===== src/crfe_pkg.sv =====
// ----------------------------------------------------------------------------
// crfe_pkg
// Shared types and constants for the clipped rectangle fill engine: beat
// function codes, configuration register indexes, pixel formats and the
// RGB565 color conversion.
// ----------------------------------------------------------------------------
package crfe_pkg;

    // Function carried in the input beat's tuser.
    typedef enum logic {
        FUNC_START   = 1'b0,
        FUNC_ADVANCE = 1'b1
    } func_t;

    // Configuration register indexes.
    localparam int CFG_INDEX_BITS = 3;
    localparam int CFG_DATA_BITS  = 32;

    typedef enum logic [CFG_INDEX_BITS-1:0] {
        CFG_FB_BASE       = 3'd0,
        CFG_STRIDE_PIXELS = 3'd1,
        CFG_VISIBLE_ROWS  = 3'd2,
        CFG_LINE_BYTES    = 3'd3,
        CFG_PIXEL_FORMAT  = 3'd4
    } cfg_index_t;

    // Pixel formats.
    typedef enum logic {
        FMT_ARGB8888 = 1'b0,
        FMT_RGB565   = 1'b1
    } pixel_format_t;

    // Fixed register widths.
    localparam int FB_BASE_BITS = 32;
    localparam int STRIDE_BITS  = 13;
    localparam int ROWS_BITS    = 13;
    localparam int LINE_BITS    = 16;
    localparam int COLOR_BITS   = 32;

    // Register reset values.
    localparam logic [FB_BASE_BITS-1:0] FB_BASE_RST      = 32'd0;
    localparam logic [STRIDE_BITS-1:0]  STRIDE_RST       = 13'd640;
    localparam logic [ROWS_BITS-1:0]    VISIBLE_ROWS_RST = 13'd480;
    localparam logic [LINE_BITS-1:0]    LINE_BYTES_RST   = 16'd2560;

    // Convert an ARGB8888 color to RGB565 in the low half word; alpha is dropped.
    function automatic logic [COLOR_BITS-1:0] to_rgb565(input logic [COLOR_BITS-1:0] c);
        to_rgb565 = {16'h0000, c[23:19], c[15:10], c[7:3]};
    endfunction

endpackage


===== src/clipped_rect_fill_engine.sv =====
// ----------------------------------------------------------------------------
// clipped_rect_fill_engine
// Solid rectangle fill for a double-buffered framebuffer. A start beat clips
// the rectangle to the row width and the visible rows and latches the buffer
// base and pixel word; each advance beat during a fill emits one pixel write in raster order.
// ----------------------------------------------------------------------------
//
//  Channel  | Direction | Handshake          | Contents
//  ---------+-----------+--------------------+-----------------------------------
//  s_       | in        | s_tvalid/s_tready  | tuser: func; tdata: rectangle, color
//  m_       | out       | m_tvalid/m_tready  | tdata: address, pixel; tlast
//  cfg_     | in        | cfg_we             | cfg_index, cfg_wdata
//
//  One beat per cycle is sustained while the skid entry is empty; an advance
//  beat passes through the input register, then the result register, before
//  its pixel is offered on m_.
//  The address path is one 14x13 multiply, the column add and a three-input add.
//  A two-entry result buffer lets the input keep flowing while m_tready is low
//  until the skid entry fills; then s_tready drops, once a beat waits in the
//  input register, until the skid entry moves on to the output register.
//  aresetn is synchronous and active low; it restores the register defaults
//  and ends any fill in progress.
//
module clipped_rect_fill_engine #(
    parameter int COORD_BITS = 14,
    parameter int ADDR_BITS  = 32
) (
    input  logic                                  aclk,
    input  logic                                  aresetn,
    // Input beats.
    input  logic                                  s_tvalid,
    output logic                                  s_tready,
    // tdata from bit 0: buffer_id, rect_x, rect_y, rect_w, rect_h, fill_color
    input  logic [((1+4*COORD_BITS+32+7)/8)*8-1:0] s_tdata,
    // tuser: func
    input  logic                                  s_tuser,
    // Result beats.
    output logic                                  m_tvalid,
    input  logic                                  m_tready,
    // tdata from bit 0: byte_address, pixel_data
    output logic [((ADDR_BITS+32+7)/8)*8-1:0]     m_tdata,
    output logic                                  m_tlast,
    // Configuration writes.
    input  logic                                  cfg_we,
    input  logic [crfe_pkg::CFG_INDEX_BITS-1:0]   cfg_index,
    input  logic [crfe_pkg::CFG_DATA_BITS-1:0]    cfg_wdata
);
    import crfe_pkg::*;

    localparam int CW    = COORD_BITS;
    localparam int EW    = ((COORD_BITS > STRIDE_BITS) ? COORD_BITS : STRIDE_BITS) + 2;
    localparam int LW    = CW + STRIDE_BITS + 1;
    localparam int OW    = LW + 2;
    localparam int OUT_W = ((ADDR_BITS + 32 + 7) / 8) * 8;

    // Field offsets inside s_tdata.
    localparam int X_LSB = 1;
    localparam int Y_LSB = X_LSB + CW;
    localparam int W_LSB = Y_LSB + CW;
    localparam int H_LSB = W_LSB + CW;
    localparam int C_LSB = H_LSB + CW;

    // Configuration registers.
    logic [FB_BASE_BITS-1:0] fb_base_reg;
    logic [STRIDE_BITS-1:0]  stride_reg;
    logic [ROWS_BITS-1:0]    visible_rows_reg;
    logic [LINE_BITS-1:0]    line_bytes_reg;
    pixel_format_t           pixel_format_reg;

    // Input register.
    logic                    in_valid_reg;
    func_t                   in_func_reg;
    logic                    in_buf_reg;
    logic [CW-1:0]           in_x_reg;
    logic [CW-1:0]           in_y_reg;
    logic [CW-1:0]           in_w_reg;
    logic [CW-1:0]           in_h_reg;
    logic [COLOR_BITS-1:0]   in_color_reg;

    // Fill state.
    logic                    busy_reg, busy_next;
    logic [CW-1:0]           cur_col_reg, cur_col_next;
    logic [CW-1:0]           cur_row_reg, cur_row_next;
    logic [CW-1:0]           first_col_reg, first_col_next;
    logic [CW-1:0]           limit_col_reg, limit_col_next;
    logic [CW-1:0]           limit_row_reg, limit_row_next;
    logic [COLOR_BITS-1:0]   pixel_word_reg, pixel_word_next;
    logic [31:0]             buffer_base_reg, buffer_base_next;

    // Result buffer: output register plus skid entry.
    logic                    out_valid_reg;
    logic [ADDR_BITS-1:0]    out_addr_reg;
    logic [COLOR_BITS-1:0]   out_pixel_reg;
    logic                    out_last_reg;
    logic                    skid_valid_reg;
    logic [ADDR_BITS-1:0]    skid_addr_reg;
    logic [COLOR_BITS-1:0]   skid_pixel_reg;
    logic                    skid_last_reg;

    // Work signals.
    logic                    s_fire;
    logic                    m_fire;
    logic                    proc;
    logic                    res_valid;
    logic                    res_last;
    logic [ADDR_BITS-1:0]    res_addr;
    logic signed [EW-1:0]    x_e, y_e, w_e, h_e, ex, ey, sx, sy, ex_c, ey_c;
    logic signed [EW-1:0]    stride_e, rows_e;
    logic [ROWS_BITS+LINE_BITS-1:0] bb_prod;
    logic [CW+STRIDE_BITS-1:0] row_prod;
    logic [LW-1:0]           lin;
    logic [OW-1:0]           offset;
    logic [CW-1:0]           ncol, nrow;

    assign s_tready = !in_valid_reg || !skid_valid_reg;
    assign s_fire   = s_tvalid && s_tready;
    assign m_fire   = out_valid_reg && m_tready;
    assign proc     = in_valid_reg && !skid_valid_reg;

    assign m_tvalid = out_valid_reg;
    assign m_tlast  = out_last_reg;
    assign m_tdata  = OUT_W'({out_pixel_reg, out_addr_reg});

    // Configuration register writes.
    always_ff @(posedge aclk) begin
        if (!aresetn) begin
            fb_base_reg      <= FB_BASE_RST;
            stride_reg       <= STRIDE_RST;
            visible_rows_reg <= VISIBLE_ROWS_RST;
            line_bytes_reg   <= LINE_BYTES_RST;
            pixel_format_reg <= FMT_ARGB8888;
        end else if (cfg_we) begin
            case (cfg_index)
                CFG_FB_BASE:       fb_base_reg      <= cfg_wdata[FB_BASE_BITS-1:0];
                CFG_STRIDE_PIXELS: stride_reg       <= cfg_wdata[STRIDE_BITS-1:0];
                CFG_VISIBLE_ROWS:  visible_rows_reg <= cfg_wdata[ROWS_BITS-1:0];
                CFG_LINE_BYTES:    line_bytes_reg   <= cfg_wdata[LINE_BITS-1:0];
                CFG_PIXEL_FORMAT:  pixel_format_reg <= pixel_format_t'(cfg_wdata[0]);
                default: begin
                end
            endcase
        end
    end

    // Input register: loads on an accepted beat, empties once processed.
    always_ff @(posedge aclk) begin
        if (!aresetn) begin
            in_valid_reg <= 1'b0;
        end else if (s_fire) begin
            in_valid_reg <= 1'b1;
        end else if (proc) begin
            in_valid_reg <= 1'b0;
        end
    end

    always_ff @(posedge aclk) begin
        if (s_fire) begin
            in_func_reg  <= func_t'(s_tuser);
            in_buf_reg   <= s_tdata[0];
            in_x_reg     <= s_tdata[X_LSB +: CW];
            in_y_reg     <= s_tdata[Y_LSB +: CW];
            in_w_reg     <= s_tdata[W_LSB +: CW];
            in_h_reg     <= s_tdata[H_LSB +: CW];
            in_color_reg <= s_tdata[C_LSB +: COLOR_BITS];
        end
    end

    // Start path: clip the rectangle in a signed width wide enough for all cases.
    always_comb begin
        x_e      = {{(EW-CW){in_x_reg[CW-1]}}, in_x_reg};
        y_e      = {{(EW-CW){in_y_reg[CW-1]}}, in_y_reg};
        w_e      = {{(EW-CW){1'b0}}, in_w_reg};
        h_e      = {{(EW-CW){1'b0}}, in_h_reg};
        stride_e = {{(EW-STRIDE_BITS){1'b0}}, stride_reg};
        rows_e   = {{(EW-ROWS_BITS){1'b0}}, visible_rows_reg};
        sx       = (x_e > 0) ? x_e : '0;
        sy       = (y_e > 0) ? y_e : '0;
        ex       = x_e + w_e;
        ey       = y_e + h_e;
        ex_c     = (ex > stride_e) ? stride_e : ex;
        ey_c     = (ey > rows_e) ? rows_e : ey;
        bb_prod  = (ROWS_BITS+LINE_BITS)'(visible_rows_reg)
                 * (ROWS_BITS+LINE_BITS)'(line_bytes_reg);
    end

    // Advance path: pixel address from the current position.
    always_comb begin
        row_prod = (CW+STRIDE_BITS)'(cur_row_reg) * (CW+STRIDE_BITS)'(stride_reg);
        lin      = {1'b0, row_prod} + {{(LW-CW){1'b0}}, cur_col_reg};
        offset   = (pixel_format_reg == FMT_RGB565) ? {1'b0, lin, 1'b0} : {lin, 2'b00};
        res_addr = ADDR_BITS'(fb_base_reg) + ADDR_BITS'(buffer_base_reg)
                 + ADDR_BITS'(offset);
        ncol     = cur_col_reg + CW'(1);
        nrow     = cur_row_reg + CW'(1);
    end

    // Next fill state and the result of the processed beat.
    always_comb begin
        busy_next        = busy_reg;
        cur_col_next     = cur_col_reg;
        cur_row_next     = cur_row_reg;
        first_col_next   = first_col_reg;
        limit_col_next   = limit_col_reg;
        limit_row_next   = limit_row_reg;
        pixel_word_next  = pixel_word_reg;
        buffer_base_next = buffer_base_reg;
        res_valid        = 1'b0;
        res_last         = 1'b0;
        if (proc) begin
            if (in_func_reg == FUNC_START) begin
                pixel_word_next  = (pixel_format_reg == FMT_RGB565) ?
                                   to_rgb565(in_color_reg) : in_color_reg;
                buffer_base_next = in_buf_reg ? 32'(bb_prod) : '0;
                busy_next        = (ex_c > sx) && (ey_c > sy);
                first_col_next   = sx[CW-1:0];
                cur_col_next     = sx[CW-1:0];
                cur_row_next     = sy[CW-1:0];
                limit_col_next   = ex_c[CW-1:0];
                limit_row_next   = ey_c[CW-1:0];
            end else if (busy_reg) begin
                res_valid = 1'b1;
                if (ncol == limit_col_reg) begin
                    cur_col_next = first_col_reg;
                    cur_row_next = nrow;
                    if (nrow == limit_row_reg) begin
                        res_last  = 1'b1;
                        busy_next = 1'b0;
                    end
                end else begin
                    cur_col_next = ncol;
                end
            end
        end
    end

    // Fill state registers.
    always_ff @(posedge aclk) begin
        if (!aresetn) begin
            busy_reg <= 1'b0;
        end else begin
            busy_reg <= busy_next;
        end
    end

    always_ff @(posedge aclk) begin
        cur_col_reg     <= cur_col_next;
        cur_row_reg     <= cur_row_next;
        first_col_reg   <= first_col_next;
        limit_col_reg   <= limit_col_next;
        limit_row_reg   <= limit_row_next;
        pixel_word_reg  <= pixel_word_next;
        buffer_base_reg <= buffer_base_next;
    end

    // Result buffer control: the skid entry only fills while the output stalls.
    always_ff @(posedge aclk) begin
        if (!aresetn) begin
            out_valid_reg  <= 1'b0;
            skid_valid_reg <= 1'b0;
        end else if (skid_valid_reg) begin
            if (m_fire) begin
                skid_valid_reg <= 1'b0;
            end
        end else if (res_valid) begin
            if (out_valid_reg && !m_fire) begin
                skid_valid_reg <= 1'b1;
            end else begin
                out_valid_reg <= 1'b1;
            end
        end else if (m_fire) begin
            out_valid_reg <= 1'b0;
        end
    end

    // Result buffer data.
    always_ff @(posedge aclk) begin
        if (skid_valid_reg) begin
            if (m_fire) begin
                out_addr_reg  <= skid_addr_reg;
                out_pixel_reg <= skid_pixel_reg;
                out_last_reg  <= skid_last_reg;
            end
        end else if (res_valid) begin
            if (out_valid_reg && !m_fire) begin
                skid_addr_reg  <= res_addr;
                skid_pixel_reg <= pixel_word_reg;
                skid_last_reg  <= res_last;
            end else begin
                out_addr_reg  <= res_addr;
                out_pixel_reg <= pixel_word_reg;
                out_last_reg  <= res_last;
            end
        end
    end

    // The skid entry is never occupied while the output register is empty.
    a_skid_behind_out: assert property (@(posedge aclk) disable iff (!aresetn)
        skid_valid_reg |-> out_valid_reg)
        else $error("skid entry holds a pixel while the output register is empty");

    // Input stalls only with a held beat and a full result buffer.
    a_stall_cause: assert property (@(posedge aclk) disable iff (!aresetn)
        !s_tready |-> (in_valid_reg && skid_valid_reg && out_valid_reg))
        else $error("input stalled without a full result buffer");

    // The final pixel of a fill ends the fill.
    a_last_ends_fill: assert property (@(posedge aclk) disable iff (!aresetn)
        (res_valid && res_last) |=> !busy_reg)
        else $error("fill still running after its final pixel");

    // A pixel is produced only while a fill is running.
    a_pixel_needs_fill: assert property (@(posedge aclk) disable iff (!aresetn)
        res_valid |-> (busy_reg && in_func_reg == FUNC_ADVANCE))
        else $error("pixel produced without a running fill");

endmodule


===== config.mk =====
export PLATFORM = sky130hd
export DESIGN_NAME = clipped_rect_fill_engine
export DESIGN_NICKNAME = d
export VERILOG_FILES = /design/src/crfe_pkg.sv /design/src/clipped_rect_fill_engine.sv
export SDC_FILE = /design/constraint.sdc
export NUM_CORES = 2
export LEC_CHECK = 0
export BUFFER_PORTS_ARGS = -buffer_cell sky130_fd_sc_hd__buf_2
export CAP_MARGIN = 0
export CORE_MARGIN = 4
export CORE_UTILIZATION = 55
export DETAILED_ROUTE_END_ITERATION = 6
export PLACE_DENSITY = 0.72
export SETUP_SLACK_MARGIN = 0.5
export SYNTH_ARGS = -nofsm -noshare
export SYNTH_HDL_FRONTEND = slang
export SYNTH_SLANG_ARGS = --single-unit

===== constraint.sdc =====
create_clock -name aclk -period 8.65 [get_ports aclk]
set_clock_uncertainty 0.2 [all_clocks]
set_input_delay 1.2975 -clock aclk [delete_from_list [all_inputs] [get_ports aclk]]
set_output_delay 1.2975 -clock aclk [all_outputs]
set_load 0.01 [all_outputs]

Word level (Yosys, flattened, before mapping) --
Index checks and enable logic that the tools add are counted.
Storage, ports and cells: bits in writable memories 0, bits in registers 433, memory bits (read-only) 0, output and inout port bits 67, memories kept 0, word-level logic and storage cells 128, bits in latches 0, bits of input ports 137
Operators by class: reduce and logical (&&, ||, !) cells 24, bitwise gates (word level) 2, multiplexer cells 45, $add $sub $neg 7, magnitude comparators 6, shifts and indexed selects 0, divide/modulo/power cells 0, equality and inequality tests 11, multipliers 2
Operators by type and width (count):
- $mux 32 | 8
- $mux 14 | 6
- $mux 16 | 5
- $add 14x15->16 | 2
- $add 32x30->32 | 1
- $add 32x32->32 | 1
- $gt 16x14->1 | 2
- $gt 16x16->1 | 2
- $mux 30 | 1
- $mul 13x16->29 | 1
- $add 14x1->14 const B | 2
- $add 27x14->28 | 1
- $eq 14x14->1 | 2
- $gt 14x1->1 const B | 2
- $mul 14x13->27 | 1
- $mux 1 | 25
- $reduce_and 2->1 | 7
- $reduce_and 3->1 | 4
- $eq 3x2->1 const B | 2
- $ne 2x1->1 const B | 3
- $reduce_bool 2->1 | 3
- $logic_and 1x1->1 | 5
- $ne 2x2->1 const B | 2
- $eq 3x1->1 const B | 1
- 5 further kinds | 8

Longest topological paths before layout --
word-level depth 10, depth in mapped cells 37

Worst setup path after synthesis --
OpenSTA, ideal clock, no wires.
path type register to register, start point register cur_row_reg[5], end point register out_addr_reg[30], data pin, arrival time 8.357 ns, slack -0.167 ns, path buffers 3, required time 8.190 ns, clock period less this slack 8.817 ns, stages on the path, launching flop included 38, cells stage by stage edfxtp_1 clkbuf_1 clkbuf_1 and2_1 fa_1 inv_1 fa_1 inv_1 fa_1 inv_1 fa_1 inv_1 fa_1 inv_1 fa_1 inv_1 ha_1 a21oi_1 (+2 left out) a21o_1 a21o_1 a31oi_1 nor2_1 xor2_1 mux2i_1 fa_1 inv_1 ha_1 clkbuf_1 a21o_1 a221o_1 a21oi_1 a2bb2oi_1 o21ai_1 o31ai_1 xnor2_1 mux2_2
On the way: word-level cells in the longest chain between the ends 7
RTL lines:
- start, declared | line clipped_rect_fill_engine.sv:83 | logic [CW-1:0] cur_row_reg, cur_row_next;
- start signal, assigned | line clipped_rect_fill_engine.sv:247 | cur_row_reg <= cur_row_next;
- $mul 14x13->27 | line clipped_rect_fill_engine.sv:188 | row_prod = (CW+STRIDE_BITS)'(cur_row_reg) * (CW+STRIDE_BITS)'(stride_reg);
- $add 27x14->28 | line clipped_rect_fill_engine.sv:189 | lin = {1'b0, row_prod} + {{(LW-CW){1'b0}}, cur_col_reg};
- $mux 30 | line clipped_rect_fill_engine.sv:190 | offset = (pixel_format_reg == FMT_RGB565) ? {1'b0, lin, 1'b0} : {lin, 2'b00};
- $add 32x30->32 | line clipped_rect_fill_engine.sv:192 | + ADDR_BITS'(offset);
- net res_addr[30] | line clipped_rect_fill_engine.sv:106 | logic [ADDR_BITS-1:0] res_addr;
- $mux 32 | line clipped_rect_fill_engine.sv:284 | if (out_valid_reg && !m_fire) begin
- $mux 32 | line clipped_rect_fill_engine.sv:283 | end else if (res_valid) begin
- $mux 32 | line clipped_rect_fill_engine.sv:277 | if (skid_valid_reg) begin
- end signal, assigned | line clipped_rect_fill_engine.sv:279 | out_addr_reg <= skid_addr_reg;
- end signal, assigned | line clipped_rect_fill_engine.sv:289 | out_addr_reg <= res_addr;
- end, declared | line clipped_rect_fill_engine.sv:92 | logic [ADDR_BITS-1:0] out_addr_reg;
The timed path passes the listed nets, and every way through them passes these cells. The select of a mux whose other input is x is not followed. A chain may end at the register's enable or synchronous reset.

Final worst setup path --
start point register cur_row_reg[6], end point register out_addr_reg[27], data pin
Same word-level chain as after synthesis.

==> reports/metrics.cfg <==
[timing]
fmax_mhz=116.7
setup_viol=0
slew_headroom_pct=21.41
rsz0062_at_grt=true
slew_viol_final=0
worstMarginPinSlew_ns=1.176
hold_violations=0
period_share_pct=99.08
setup_ws_ns=0.07946
layout_min_cycle_time_ns=8.571

[drt]
drt-wirelength-per-cell_um=18.09
firstDrtPassIters=5
wl_met3_mm=5.405
drt-initial-drc-count=1704
met1_length_mm=37.18
vias=24682
vias_per_cell=5.359
drc_errors=0
wirelength_mm=83.33
top_layer_used=met5
dr_wl_met2_mm=38.00
postRouteAntennaNets=0

[synth]
yosys.area.top_type_share_pct=29.88
synth_top_area_cell=edfxtp_1
netlist_area_mm2=0.03528
yosys-top-cells-area=edfxtp_1, fa_1, ha_1, inv_1, nand2_1
synth_ff_type=edfxtp_1
netlist_instances=3415
synth-seq-cells=430
synthMostInstantiatedCell=inv_1
synth_common_cells=inv_1, nand2_1, edfxtp_1
yosysWarnings=0
avgSynthCellArea_um2=10.33
ys_seq_area_share_pct=34.36
ys_async_sr_fraction_pct=0
ys_types=83
synth_edf_count=351

[setup_path]
r2r.worst_path.cells=35
worstPathArrival_ns=8.72
crit_top_cell=fa_1
cp.required_ns=8.80
cpMaxStageDelayCell=fa_1
r2r_slack_ns=0.08
crit_type=flip-flop to flip-flop
max_stage_delay_ns=0.53
cp_max_fo=6
crit_path_end_kind=flip-flop
timing.rr.end=out_addr_reg[27]
critPathTopFamily=adder cells
start_kind=flip-flop
worstPathBufferInverterCount=8
timing.rr.start=cur_row_reg[6]

[layout]
areaGrowthSynthToFinish_pct=15.12
layout-drive-gt1-share_pct=18.70
stdcell_count=4606
nets=4477

[place]
gp_routability_congestion=0.9386
numPortBuffers=196
post-dp-hpwl_mm=64.39
preCtsSetupSlack_ns=-0.2433
dp_cells=4494

[hold_path]
min_to=skid_pixel_reg[9]
hold_path.startpoint=pixel_word_reg[9]
min_path_type=flip-flop to flip-flop
hold_depth=0

[die]
die_h_um=261.3
dieWidth_um=261.3
rows=92
core_area_mm2=0.06331
io_pins=204
die_area_mm2=0.06825
initial_core_util_pct=55.72

[power_and_ir_drop]
ir_drop_mv=0.2119
p_leak_nw=17.92
total_power_w=0.007703
p_per_area_mw_per_mm2=189.7

[global_routing]
grt_pass1_wl_mm=132.6
grt_use_total_pct=24.60
antenna_found_initial=2
grt_max_degree=81
grt_pass1_vias=24636
gr-total-overflow=0

[clock_network]
cts_max_level=2
clockRootBuffer=clkbuf_16
cts_tree=done
clockBufferDepth=3
clkTransAtPathRegs_ns=0.06
worstSkewPairLatency_ns=0.60
cts.sink_count=430
numCtsBuffers=47

[run]
maxCapViolCount=0

[run_status]
status=finished clean

-- cell families (layout without fill, tap and decap cells) --
group,Yosys count,in the layout,synth area share [%]
buffers and inverters,659,998,7.094
other,2,8,0.02129
XOR/XNOR,148,148,3.714
AND/OR/NAND/NOR,971,971,13.16
flip-flops,430,430,34.36
adder cells (fa/ha/maj),619,619,28.94
multiplexers,130,130,4.058
AO/OA/AOI/OAI,456,456,8.651
-- per-layer routing --
metal	vias up	track usage, %
met5	-	0
met4	4	7.549
met3	134	3.781
met2	708	39.16
met1	11960	35.18
li1	11876	-
-- power by group --
part | switching (W) | internal (W)
clock network | 0.000850 | 0.00114
logic | 0.00166 | 0.00159
registers | 0.0000511 | 0.00241
total | 0.00256 | 0.00514
-- how the worst max path moves through the flow --
| stage | from | endpoint | slack (ns) | depth (start not counted) |
|---|---|---|---|---|
| global route | cur_row_reg[6] | out_addr_reg[27] | -0.24 | 35 |
| global placement | cur_row_reg[5] | out_addr_reg[30] | -0.16 | 32 |
| CTS | cur_row_reg[6] | out_addr_reg[30] | 0.20 | 35 |
| finish | cur_row_reg[6] | out_addr_reg[27] | 0.08 | 35 |
| floorplan | cur_row_reg[5] | out_addr_reg[30] | 0.25 | 37 |
| detailed placement | cur_row_reg[5] | out_addr_reg[30] | -0.24 | 32 |
-- final cells by class --
| type | count | area [um2] |
|---|---|---|
| fill | 5016 | 22700 |
| inverter | 524 | 1972 |
| tap | 846 | 1059 |
| multi-input combinational | 2331 | 21460 |
| sequential | 430 | 12130 |
| clock inverter | 26 | 245.2 |
| timing repair buffer | 387 | 2474 |
| antenna | 1 | 2.502 |
| clock buffer | 61 | 1270 |
-- layout by cell type (no fill, tap or decap), types with 10 or more instances in the layout --
cell / count
a211oi_1: 12
a21boi_0: 70
a21o_1: 44
a21oi_1: 87
a21oi_2: 15
a31oi_1: 10
and2_1: 184
buf_2: 196
buf_4: 180
clkbuf_1: 11
clkbuf_16: 48
dfxtp_1: 75
edfxtp_1: 351
fa_1: 327
ha_1: 273
ha_4: 17
inv_1: 514
mux2_2: 100
mux2i_1: 24
nand2_1: 460
nand2b_1: 25
nand3_1: 31
nand4_1: 23
nor2_1: 96
nor2b_1: 42
nor3_1: 23
o211ai_1: 21
o21a_1: 23
o21ai_0: 67
o21ai_1: 14
o21bai_1: 11
xnor2_1: 96
xor2_1: 45
-- through the flow --
| stage | TNS (ns) | hold slack (ns) | cell area, um2 | util (%) |
|---|---|---|---|---|
| 6_report | 0 | 0.2429 | 40610 | 64.14 |
| 5_1_grt | -1.283 | 0.2547 | 40610 | 64.14 |
| 4_1_cts | 0 | 0.2453 | 40250 | 63.58 |
| 3_5_place_dp | -0.8138 | 0.2327 | 38150 | 60.26 |
| 3_3_place_gp | -0.5466 | 0.2283 | 38150 | 60.26 |
| 2_1_floorplan | 0 | 0.2222 | 35380 | - |
-- worst register-to-register path: cells and delay by family, from the launching register on --
family	cells	cell delay, ns
AO/OA/AOI/OAI	9	1.53
flip-flops	1	0.51
XOR/XNOR	2	0.43
adder cells (fa/ha/maj)	9	3.91
multiplexers	2	0.40
buffers and inverters	8	0.53
AND/OR/NAND/NOR	5	0.85
-- repair_timing --
action,CTS,global route
pin swaps,49,28
hold buffers,0,0
gates resized for setup,96,59
setup buffers,14,10
setup endpoints to repair,31,35
Power figures use the tool's default switching activity.
